==> config.mk <==
export PLATFORM = sky130hd
export DESIGN_NAME = json_string_escape_encoder_flat
export DESIGN_NICKNAME = d
export VERILOG_FILES = /design/src/rtl/jse_pkg.sv /design/src/rtl/jse_in_if.sv /design/src/rtl/jse_out_if.sv /design/src/rtl/jse_front.sv /design/src/rtl/jse_fifo.sv /design/src/rtl/jse_back.sv /design/src/rtl/json_string_escape_encoder.sv /design/src/flat_wrapper.sv
export SDC_FILE = /design/constraint.sdc
export NUM_CORES = 1
export LEC_CHECK = 0
export BUFFER_PORTS_ARGS = -buffer_cell sky130_fd_sc_hd__buf_2
export CAP_MARGIN = 30
export CORE_MARGIN = 4
export CORE_UTILIZATION = 50
export CTS_CLUSTER_DIAMETER = 200
export DETAILED_ROUTE_END_ITERATION = 6
export PLACE_DENSITY = 0.67
export SYNTH_ARGS = -nofsm -noshare
export SYNTH_HDL_FRONTEND = slang
export SYNTH_HIERARCHICAL = 1
export SYNTH_SLANG_ARGS = --single-unit
export TNS_END_PERCENT = 20
==> constraint.sdc <==
create_clock -name clk -period 5.7 [get_ports clk]
set_input_delay 0.285 -clock clk [delete_from_list [all_inputs] [get_ports clk]]
set_output_delay 0.285 -clock clk [all_outputs]
set_load 0.05 [all_outputs]
==> src/rtl/jse_pkg.sv <==
// Shared types, constants and helpers for the JSON string escape encoder.
`default_nettype none
package jse_pkg;

	localparam int QDEPTH = 4;
	localparam int PTR_W  = $clog2(QDEPTH);
	localparam int CNT_W  = PTR_W + 1;

	localparam logic [7:0] CH_BSLASH = 8'h5C;
	localparam logic [7:0] CH_U      = 8'h75;

	// One queued request: an error result or one or two UTF-16 units.
	typedef struct packed {
		logic        err;
		logic        last;
		logic        pair;
		logic [15:0] unit0;
		logic [15:0] unit1;
	} job_t;

	// Write side of the request queue.
	typedef struct packed {
		logic push;
		job_t job;
	} q_wr_t;

	// Read side of the request queue.
	typedef struct packed {
		logic pop;
	} q_rd_t;

	// Upper-case hex digit for one nibble.
	function automatic logic [7:0] hex_char(input logic [3:0] n);
		logic [7:0] r;
		if (n < 4'd10) begin
			r = 8'h30 + {4'b0, n};
		end else begin
			r = 8'h37 + {4'b0, n};
		end
		return r;
	endfunction

endpackage
`default_nettype wire

==> src/rtl/jse_in_if.sv <==
// Input channel: one UTF-8 byte per request.
`default_nettype none
interface jse_in_if;
	logic       valid;
	logic       ready;
	logic [7:0] in_byte;
	logic       string_last;

	modport source(output valid, output in_byte, output string_last, input ready);
	modport sink(input valid, input in_byte, input string_last, output ready);
endinterface
`default_nettype wire

==> src/rtl/jse_out_if.sv <==
// Output channel: one byte of escaped JSON text per request.
`default_nettype none
interface jse_out_if;
	logic       valid;
	logic       ready;
	logic [7:0] out_byte;
	logic       run_end;
	logic       string_end;
	logic       bad_utf8;

	modport source(output valid, output out_byte, output run_end, output string_end,
		output bad_utf8, input ready);
	modport sink(input valid, input out_byte, input run_end, input string_end,
		input bad_utf8, output ready);
endinterface
`default_nettype wire

==> src/rtl/jse_front.sv <==
// Front end: strict UTF-8 decode into UTF-16 units or an error request.
`default_nettype none
module jse_front (
	input  wire logic          clk,
	input  wire logic          arst_n,
	jse_in_if.sink             src,
	input  wire logic          q_full,
	output jse_pkg::q_wr_t     q_wr
);

	logic [1:0]  pend_q;
	logic [20:0] partial_q;
	logic [7:0]  lead_q;
	logic        disc_q;

	logic [1:0]  pend_next;
	logic [20:0] cp_next;
	logic [7:0]  lead_next;
	logic [20:0] cp_emit;
	logic [20:0] cp_off;
	logic [7:0]  b;
	logic [7:0]  lo;
	logic [7:0]  hi;
	logic        last;
	logic        err;
	logic        emit;
	logic        pair;
	logic        accept;

	assign src.ready = !q_full;
	assign accept    = src.valid && src.ready;

	always_comb begin
		b         = src.in_byte;
		last      = src.string_last;
		err       = 1'b0;
		emit      = 1'b0;
		pend_next = pend_q;
		cp_next   = partial_q;
		lead_next = lead_q;
		cp_emit   = '0;
		lo        = 8'h80;
		hi        = 8'hBF;
		if (pend_q == 2'd0) begin
			if (!b[7]) begin
				emit    = 1'b1;
				cp_emit = {13'b0, b};
			end else if (b >= 8'hC2 && b <= 8'hDF) begin
				pend_next = 2'd1;
				cp_next   = {16'b0, b[4:0]};
				lead_next = b;
			end else if (b >= 8'hE0 && b <= 8'hEF) begin
				pend_next = 2'd2;
				cp_next   = {17'b0, b[3:0]};
				lead_next = b;
			end else if (b >= 8'hF0 && b <= 8'hF4) begin
				pend_next = 2'd3;
				cp_next   = {18'b0, b[2:0]};
				lead_next = b;
			end else begin
				err = 1'b1;
			end
		end else begin
			// narrow the first continuation after leads with overlong or range limits
			if (lead_q == 8'hE0) begin
				lo = 8'hA0;
			end else if (lead_q == 8'hED) begin
				hi = 8'h9F;
			end else if (lead_q == 8'hF0) begin
				lo = 8'h90;
			end else if (lead_q == 8'hF4) begin
				hi = 8'h8F;
			end
			if (b < lo || b > hi) begin
				err = 1'b1;
			end else begin
				lead_next = 8'h00;
				cp_next   = {partial_q[14:0], b[5:0]};
				pend_next = pend_q - 2'd1;
				if (pend_next == 2'd0) begin
					emit    = 1'b1;
					cp_emit = cp_next;
					cp_next = '0;
				end
			end
		end
		if (!err && last && pend_next != 2'd0) begin
			err = 1'b1;
		end
		if (err || last) begin
			pend_next = 2'd0;
			cp_next   = '0;
			lead_next = 8'h00;
		end
	end

	assign cp_off = cp_emit - 21'h010000;
	assign pair   = |cp_emit[20:16];

	always_comb begin
		q_wr.push      = accept && !disc_q && (emit || err);
		q_wr.job.err   = err;
		q_wr.job.last  = last;
		q_wr.job.pair  = !err && pair;
		q_wr.job.unit0 = pair ? {6'b110110, cp_off[19:10]} : cp_emit[15:0];
		q_wr.job.unit1 = {6'b110111, cp_off[9:0]};
	end

	always_ff @(posedge clk or negedge arst_n) begin
		if (!arst_n) begin
			pend_q    <= 2'd0;
			partial_q <= '0;
			lead_q    <= 8'h00;
			disc_q    <= 1'b0;
		end else if (accept) begin
			if (disc_q) begin
				// drop bytes until the end of the string
				if (last) begin
					pend_q    <= 2'd0;
					partial_q <= '0;
					lead_q    <= 8'h00;
					disc_q    <= 1'b0;
				end
			end else begin
				pend_q    <= pend_next;
				partial_q <= cp_next;
				lead_q    <= lead_next;
				disc_q    <= err && !last;
			end
		end
	end

endmodule
`default_nettype wire

==> src/rtl/jse_fifo.sv <==
// Short request queue between the decoder and the byte expander.
`default_nettype none
module jse_fifo (
	input  wire logic            clk,
	input  wire logic            arst_n,
	input  wire jse_pkg::q_wr_t  q_wr,
	input  wire jse_pkg::q_rd_t  q_rd,
	output logic                 full,
	output logic                 head_valid,
	output jse_pkg::job_t        head
);

	jse_pkg::job_t                mem_q [jse_pkg::QDEPTH];
	logic [jse_pkg::PTR_W-1:0]    wr_ptr_q;
	logic [jse_pkg::PTR_W-1:0]    rd_ptr_q;
	logic [jse_pkg::CNT_W-1:0]    count_q;

	assign full       = count_q == jse_pkg::CNT_W'(jse_pkg::QDEPTH);
	assign head_valid = count_q != '0;
	assign head       = mem_q[rd_ptr_q];

	always_ff @(posedge clk) begin
		if (q_wr.push) begin
			mem_q[wr_ptr_q] <= q_wr.job;
		end
	end

	always_ff @(posedge clk or negedge arst_n) begin
		if (!arst_n) begin
			wr_ptr_q <= '0;
			rd_ptr_q <= '0;
			count_q  <= '0;
		end else begin
			if (q_wr.push) begin
				wr_ptr_q <= wr_ptr_q + 1'b1;
			end
			if (q_rd.pop) begin
				rd_ptr_q <= rd_ptr_q + 1'b1;
			end
			if (q_wr.push && !q_rd.pop) begin
				count_q <= count_q + 1'b1;
			end else if (!q_wr.push && q_rd.pop) begin
				count_q <= count_q - 1'b1;
			end
		end
	end

`ifndef ASSERT_OFF
	a_no_overflow: assert property (@(posedge clk) disable iff (!arst_n)
		full |-> !q_wr.push || q_rd.pop)
		else $error("request queue overflow");
	a_no_underflow: assert property (@(posedge clk) disable iff (!arst_n)
		q_rd.pop |-> head_valid)
		else $error("request queue underflow");
`endif

endmodule
`default_nettype wire

==> src/rtl/jse_back.sv <==
// Back end: expands each queued request into escaped JSON bytes.
`default_nettype none
module jse_back (
	input  wire logic           clk,
	input  wire logic           arst_n,
	input  wire logic           head_valid,
	input  wire jse_pkg::job_t  head,
	output jse_pkg::q_rd_t      q_rd,
	jse_out_if.source           dst
);

	logic        idx_q;
	logic [2:0]  pos_q;
	logic        valid_q;
	logic [7:0]  out_byte_q;
	logic        run_end_q;
	logic        string_end_q;
	logic        bad_q;

	logic [15:0] u;
	logic [7:0]  esc_ch;
	logic        esc_hit;
	logic        raw;
	logic [2:0]  last_pos;
	logic [7:0]  nxt_byte;
	logic        fin_unit;
	logic        fin_job;
	logic        advance;

	always_comb begin
		u       = idx_q ? head.unit1 : head.unit0;
		esc_hit = 1'b1;
		case (u)
			16'h005C: esc_ch = 8'h5C;
			16'h0022: esc_ch = 8'h22;
			16'h002F: esc_ch = 8'h2F;
			16'h0009: esc_ch = 8'h74;
			16'h0008: esc_ch = 8'h62;
			16'h000C: esc_ch = 8'h66;
			16'h000A: esc_ch = 8'h6E;
			16'h000D: esc_ch = 8'h72;
			default: begin
				esc_ch  = 8'h00;
				esc_hit = 1'b0;
			end
		endcase
		raw = !esc_hit && u > 16'h001F && u < 16'h0080;

		if (esc_hit) begin
			last_pos = 3'd1;
			nxt_byte = (pos_q == 3'd0) ? jse_pkg::CH_BSLASH : esc_ch;
		end else if (raw) begin
			last_pos = 3'd0;
			nxt_byte = u[7:0];
		end else begin
			last_pos = 3'd5;
			case (pos_q)
				3'd0:    nxt_byte = jse_pkg::CH_BSLASH;
				3'd1:    nxt_byte = jse_pkg::CH_U;
				3'd2:    nxt_byte = jse_pkg::hex_char(u[15:12]);
				3'd3:    nxt_byte = jse_pkg::hex_char(u[11:8]);
				3'd4:    nxt_byte = jse_pkg::hex_char(u[7:4]);
				3'd5:    nxt_byte = jse_pkg::hex_char(u[3:0]);
				default: nxt_byte = 8'h00;
			endcase
		end

		fin_unit = pos_q == last_pos;
		fin_job  = fin_unit && (idx_q == head.pair);
		if (head.err) begin
			nxt_byte = 8'h00;
			fin_unit = 1'b1;
			fin_job  = 1'b1;
		end
	end

	assign advance   = head_valid && (!valid_q || dst.ready);
	assign q_rd.pop  = advance && fin_job;

	assign dst.valid      = valid_q;
	assign dst.out_byte   = out_byte_q;
	assign dst.run_end    = run_end_q;
	assign dst.string_end = string_end_q;
	assign dst.bad_utf8   = bad_q;

	always_ff @(posedge clk or negedge arst_n) begin
		if (!arst_n) begin
			valid_q <= 1'b0;
			idx_q   <= 1'b0;
			pos_q   <= 3'd0;
		end else begin
			if (!valid_q || dst.ready) begin
				valid_q <= head_valid;
			end
			if (advance) begin
				if (fin_job) begin
					idx_q <= 1'b0;
					pos_q <= 3'd0;
				end else if (fin_unit) begin
					idx_q <= 1'b1;
					pos_q <= 3'd0;
				end else begin
					pos_q <= pos_q + 3'd1;
				end
			end
		end
	end

	always_ff @(posedge clk) begin
		if (advance) begin
			out_byte_q   <= nxt_byte;
			run_end_q    <= fin_job;
			string_end_q <= fin_job && head.last;
			bad_q        <= head.err;
		end
	end

`ifndef ASSERT_OFF
	a_err_shape: assert property (@(posedge clk) disable iff (!arst_n)
		valid_q && bad_q |-> out_byte_q == 8'h00 && run_end_q)
		else $error("error result must be a single zero byte");
	a_end_order: assert property (@(posedge clk) disable iff (!arst_n)
		valid_q && string_end_q |-> run_end_q)
		else $error("string end without run end");
	a_second_unit: assert property (@(posedge clk) disable iff (!arst_n)
		head_valid && idx_q |-> head.pair && !head.err)
		else $error("second unit selected for a single-unit request");
`endif

endmodule
`default_nettype wire

==> src/rtl/json_string_escape_encoder.sv <==
// Top level of the JSON string escape encoder.
//
//  channel  role    payload
//  -------  ------  ---------------------------------------------
//  src      sink    in_byte[7:0], string_last
//  dst      source  out_byte[7:0], run_end, string_end, bad_utf8
//
// The decoder takes one byte per cycle while the 4-entry request queue has room.
// The expander sends one result byte per cycle while it has a request and dst is
// ready: 1 for raw text, 2 for short escapes, 6 per \uXXXX unit (12 for a
// surrogate pair), 1 for an error. Sustained rate is set by the expander's
// output byte count. Reset (arst_n low) clears decoder state, the queue and
// dst.valid. A stalled dst holds its byte; src stalls only once the queue fills.
`default_nettype none
module json_string_escape_encoder (
	input  wire logic  clk,
	input  wire logic  arst_n,
	jse_in_if.sink     src,
	jse_out_if.source  dst
);

	jse_pkg::q_wr_t q_wr;
	jse_pkg::q_rd_t q_rd;
	jse_pkg::job_t  head;
	logic           q_full;
	logic           head_valid;

	jse_front u_front (
		.clk    (clk),
		.arst_n (arst_n),
		.src    (src),
		.q_full (q_full),
		.q_wr   (q_wr)
	);

	jse_fifo u_fifo (
		.clk        (clk),
		.arst_n     (arst_n),
		.q_wr       (q_wr),
		.q_rd       (q_rd),
		.full       (q_full),
		.head_valid (head_valid),
		.head       (head)
	);

	jse_back u_back (
		.clk        (clk),
		.arst_n     (arst_n),
		.head_valid (head_valid),
		.head       (head),
		.q_rd       (q_rd),
		.dst        (dst)
	);

endmodule
`default_nettype wire

==> src/flat_wrapper.sv <==
// flat-port wrapper written by rule: the top's interface ports become plain ports
module json_string_escape_encoder_flat 
  (clk, arst_n, src_valid, src_in_byte, src_string_last, src_ready, dst_valid, dst_out_byte, dst_run_end, dst_string_end, dst_bad_utf8, dst_ready);
  jse_in_if src_i ();
  jse_out_if dst_i ();
  input  wire logic clk;
  input  wire logic arst_n;
  input wire logic [$bits(src_i.valid)-1:0] src_valid;
  input wire logic [$bits(src_i.in_byte)-1:0] src_in_byte;
  input wire logic [$bits(src_i.string_last)-1:0] src_string_last;
  output wire logic [$bits(src_i.ready)-1:0] src_ready;
  output wire logic [$bits(dst_i.valid)-1:0] dst_valid;
  output wire logic [$bits(dst_i.out_byte)-1:0] dst_out_byte;
  output wire logic [$bits(dst_i.run_end)-1:0] dst_run_end;
  output wire logic [$bits(dst_i.string_end)-1:0] dst_string_end;
  output wire logic [$bits(dst_i.bad_utf8)-1:0] dst_bad_utf8;
  input wire logic [$bits(dst_i.ready)-1:0] dst_ready;
  assign src_i.valid = src_valid;
  assign src_i.in_byte = src_in_byte;
  assign src_i.string_last = src_string_last;
  assign src_ready = src_i.ready;
  assign dst_valid = dst_i.valid;
  assign dst_out_byte = dst_i.out_byte;
  assign dst_run_end = dst_i.run_end;
  assign dst_string_end = dst_i.string_end;
  assign dst_bad_utf8 = dst_i.bad_utf8;
  assign dst_i.ready = dst_ready;
  json_string_escape_encoder u_core (.clk(clk), .arst_n(arst_n), .src(src_i), .dst(dst_i));
endmodule
Word level (Yosys, flattened, before mapping)
Memory sizes are Yosys's and may differ from the RTL's.
Index checks and enable logic that the tools add are counted.
- magnitude comparators: 14
- multiplexer cells: 78
- equality and inequality tests: 24
- add/sub/neg operators: 15
- reduce and logical (&&, ||, !) cells: 43
- operators by type and width (operator ; number):
    2-to-1 mux 15 bit ; 10
    2-to-1 mux 8 bit ; 14
    == test 16 x 4 -> 1 bit (second input constant) ; 5
    2-to-1 mux 21 bit ; 3
    adder 6 x 4 -> 7 bit (first input constant) ; 8
    case mux 7 bit (8 select lines) ; 1
    case mux 7 bit (6 select lines) ; 1
    2-to-1 mux 7 bit ; 5
    == test 16 x 6 -> 1 bit (second input constant) ; 2
    == test 8 bit (second input constant) ; 4
    2-to-1 mux 16 bit ; 2
    2-to-1 mux 6 bit ; 5
    greater-or-equal comparator 8 bit (second input constant) ; 3
    <= comparator 8 bit (second input constant) ; 3
    2-to-1 mux 1 bit ; 20
    subtractor 20 x 17 -> 20 bit (second input constant) ; 1
    logical AND 1 bit ; 18
    2-to-1 mux 2 bit ; 9
    2-to-1 mux 3 bit ; 6
    == test 16 x 7 -> 1 bit (second input constant) ; 1
    greater-than comparator 16 x 5 -> 1 bit (second input constant) ; 1
    less-than comparator 16 x 8 -> 1 bit (second input constant) ; 1
    less-than comparator 4 bit (second input constant) ; 4
    2-to-1 mux 5 bit ; 2
    24 further kinds ; 45
- word-level logic and storage cells: 189
- bits in registers: 49
- output and inout bits: 13
- memory bits (writable): 116
- memories kept: 1
- input port bits: 13
- memories (memory ; depth ; width ; rd ports ; clocked after Yosys merged registers in ; write ports ; RTL line ; RTL):
    u_core.u_fifo.mem_q ; 4 ; 29 ; 1 ; 0 ; 1 ; jse_fifo.sv:13 ; jse_pkg::job_t mem_q [jse_pkg::QDEPTH];

Logic depth before layout (Yosys ltp)
- depth in word-level cells: 20
- mapped depth: 21
- depth with buffers taken out: 18

Modules after synthesis
Netlist, hierarchy kept.
- by module, submodules not included (module ; times used ; sequential area each (um^2) ; area each (um^2) ; cells an instance):
    jse_fifo ; 1 ; 4379.2 ; 5501.5 ; 217
    jse_back ; 1 ; 455.4 ; 1936.9 ; 237
    jse_front ; 1 ; 650.6 ; 1874.3 ; 201

Least setup slack after synthesis
No wires, ideal clock.
- path type: flip-flop to flip-flop
- start point: register u_core/u_fifo/rd_ptr_q[0] in the netlist's numbering
- end point: register u_core/u_fifo/count_q[1] in the netlist's numbering
- path buffers: 2
- arrival: 4.228 ns
- library setup time: 0.125 ns
- stages on the path, launching flop included: 18
- data required time: 5.575 ns
- path slack: 1.347 ns
- clock period less this slack: 4.353 ns
- path through: dfrtp_1 buf_6 buf_12 mux4_2 mux2i_1 ha_1 o21ai_1 o2bb2ai_1 nor3_1 or4_1 a41o_1 o21ai_1 and2_1 inv_1 ha_1 inv_1 fa_1 mux2_2
- RTL lines (what ; RTL line ; RTL):
    start, declared ; jse_fifo.sv:15 ; logic [jse_pkg::PTR_W-1:0] rd_ptr_q;
    start signal, assigned ; jse_fifo.sv:38 ; rd_ptr_q <= rd_ptr_q + 1'b1;
    end signal, assigned ; jse_fifo.sv:41 ; count_q <= count_q + 1'b1;
    end signal, assigned ; jse_fifo.sv:43 ; count_q <= count_q - 1'b1;
    end, declared ; jse_fifo.sv:16 ; logic [jse_pkg::CNT_W-1:0] count_q;

==> metrics.md <==
| Metric | Value |
|---|---|
| Row cnt | `49` |
| Avg Inst Size Synth | `14.2 um^2` |
| Most common cell after layout, fill and taps aside | `edfxtp_1` |
| Slowest CP cell | `dfrtp_2` |
| Area grow syn2layout | `10.1%` |
| Final Util | `56.5%` |
| Measured slew at the worst slew-check pin | `0.901 ns` |
| Total negative slack | `0 ns` |
| Count of final hold-check violations | `0` |
| Synth warnings | `6` |
| CTS tree | `yes` |
| Worst path cell trace | `buf_4 -> mux4_2 -> nor3b_1 -> o21ai_1 -> o2bb2ai_1 -> nor3_1 -> or4_1 -> a41o_1 -> o21ai_1 -> and2_1 -> inv_1 -> ha_1 -> inv_1 -> fa_1 -> mux2_2` |
| GRT overflow | `0` |
| Worst setup startpoint | `u_core/u_fifo/rd_ptr_q[0]` |
| Post-Layout Cell Count | `931` |
| I/O Buffers | `25` |
| Share of post-route cells with drive strength above 1 | `18.5%` |
| Clock Tree Buf Depth | `2` |
| Status | `finished, final reports clean` |
| Crit Path Class | `flop to flop` |
| Detailed Route Iter0 Violations | `380` |
| Post-CTS Resized | `0` |
| WL per Instance | `20.4 um` |
| CP required | `6.01 ns` |
| WP buf/inv | `3` |
| Crit-path max cell delay | `0.74 ns` |
| Tmin final | `5.04 ns` |
| N_diodes | `0` |
| Die Y | `144 um` |
| Post-Syn Instances | `655` |
| CTS H-tree lvls | `4` |
| Placed cell area | `9620 um^2` |
| Core area | `18,100 um^2` |
| Reg2reg start | `u_core/u_fifo/rd_ptr_q[0]` |
| Netlist area before placement | `9310 um^2` |
| Setup crit end kind | `flop` |
| Max-slew violation count | `0` |
| Hold/Removal Path Class | `input port to flop` |
| Clock-pin slew on the worst setup and hold paths | `0.07 ns` |
| Max-Cap Viols | `0` |
| CTS root buffer | `clkbuf_16` |
| Die area | `20,900 um^2` |
| Element type at the critical path start | `flop` |
| Number of global-route vias before repair | `5,706` |
| Die extent in x | `144 um` |
| FMAX | `198 MHz` |
| GP Congestion | `0.896` |
| Hold wc startpoint | `dst_ready` |
| #FFs+latches synth | `189` |
| Clock skew | `0.0157 ns` |
| Remaining DRCs | `0` |
| RSZ-0062 raised after global routing | `no` |
| CTS sink cnt | `189` |
| Pwr Total | `5430 uW` |
| CP max FO | `19` |
| Most frequent cells in the layout | `edfxtp_1 (151), nand2_1 (44), dfrtp_1 (37)` |
| Initial antenna violation count | `0` |
| Yosys cell types | `84` |
| Vias per inst | `6.02` |
| Async S/R FF share, synth | `20.1%` |
| Final setup viols | `0` |
| Relative slew slack | `40.0%` |
| Final Cell Area | `10,300 um^2` |
| Dominant synthesized flop cell | `edfxtp_1` |
| Antenna Nets Post-Route | `0` |
| Pwr Density | `530 nW/um^2` |
| DP Cell Count | `897` |
| Final worst path period share | `88.5%` |
| Worst vdd ir | `0.000328 V` |
| Number of flops mapped to enable cells by yosys | `151` |
| Leakage | `0.00379 uW` |
| Critical path's top delay family | `simple AND/OR/NAND/NOR gates` |
| Clk Latency, worst-skew pair | `0.43 ns` |
| Final nets | `731` |
| Via count | `5,604` |
| GRT Total Usage | `19.4%` |
| DP HPWL | `13,300 um` |
| Detailed Routing Iterations Pass 1 | `5` |
| Sequential share of the synthesized area | `58.9%` |
| Wirelength, routed | `19,000 um` |
| # IOs | `26` |
| Total CTS buffers | `17` |
| Starting Density | `51.3%` |
| Worst path arrival time | `5.36 ns` |
| First-pass GRT wire length | `30,800 um` |
| Pin count of the biggest net entering global routing | `39` |
[cell families after synthesis]
family,synth area share (%)
buffers and inverters,3.64
muxes,11.4
xor gates and xnor gates,1.13
DFF,58.9
AOI/OAI and AO/OA,10.8
other,0.121
and+or+nand+nor,10.0
adders and majority gates,3.98
[power by group]
| part | switching, uW | internal [uW] |
|---|---|---|
| clock network | 528 | 662 |
| logic | 1350 | 893 |
| registers | 185 | 1820 |
| total | 2060 | 3370 |
[layout make-up]
class | instances | area (um^2)
clock buffers | 17 | 425
multi-input cells | 413 | 3500
flip-flops and latches | 189 | 5490
well taps | 229 | 287
inverters | 24 | 90.1
repair buffers | 44 | 283
clock inverters | 15 | 179
fillers | 1408 | 7890
[per-stage QoR]
stage | setup slack, ns | hold slack [ns]
2_1_floorplan | 1.35 | -0.0106
3_3_place_gp | 0.700 | 0.445
3_5_place_dp | 0.585 | 0.463
4_1_cts | 0.569 | 0.0121
5_1_grt | 0.145 | 0.163
6_report | 0.656 | 0.141
[Yosys cell counts (7+ instances only)]
cell        n  share of area [%]
nand2b_1    9               0.60
clkbuf_1    7               0.28
ha_1       28                3.8
a22o_1     27                2.5
o21ai_1     7               0.38
buf_2       9               0.48
o21ai_0    21                1.1
dfrtp_1    38                 10
nor3_1     13               0.70
buf_4      10               0.81
mux2i_1    16                1.7
nand3_1    13               0.70
and2_1     12               0.81
mux4_1      7                2.0
mux4_2     28                6.8
a21o_1      7               0.56
nand2_1    44                1.8
nor2_1     23               0.93
nor2b_1    11               0.74
inv_1      23               0.93
edfxtp_1  151                 49
a21oi_1    26                1.4
[layer usage]
layer / global-route usage [%] / part of all wire (%) / vias to the layer above
li1: - / - / 2601
met1: 24.8 / 42 / 2798
met2: 33.1 / 50 / 173
met3: 3.80 / 4.8 / 32
met4: 7.17 / 2.5 / 0
met5: 0 / 0 / -
[path summary, 6_finish.rpt]
check | end | slack, ns | cells past startpoint
max in group asynchronous | u_core/u_front/partial_q[5] | 5.11 | 3
max reg2reg | u_core/u_fifo/count_q[1] | 0.66 | 15
min reg2reg | u_core/u_front/lead_q[6] | 0.48 | 1
max | u_core/u_fifo/count_q[1] | 0.66 | 15
min in group asynchronous | u_core/u_back/pos_q[0] | 0.19 | 2
min | u_core/u_back/dst.valid | 0.14 | 3
[registers in the layout, summed over array words and instances, names as in the netlist, 2 cells and up]
register and cells:
u_core/u_back/pos_q 3, u_core/u_fifo/count_q 3, u_core/u_fifo/rd_ptr_q 2, u_core/u_front/pend_q 2
u_core/u_fifo/wr_ptr_q 2, u_core/u_back/dst.out_byte 8, u_core/u_front/lead_q 8, u_core/u_front/partial_q 15
u_core/u_fifo/mem_q 140
[worst min-delay path, stage by stage]
cell and delay [ns]:
buf_2 0.07, nand2b_1 0.11, nand2b_1 0.06
[what timing repair did]
action,4_1_cts,5_1_grt
setup buffers,0,0
hold buffers,0,1
endpoints found under the setup margin,0,0
endpoints found under the hold margin,0,38
Note: power is estimated with default switching activity, not from simulation.
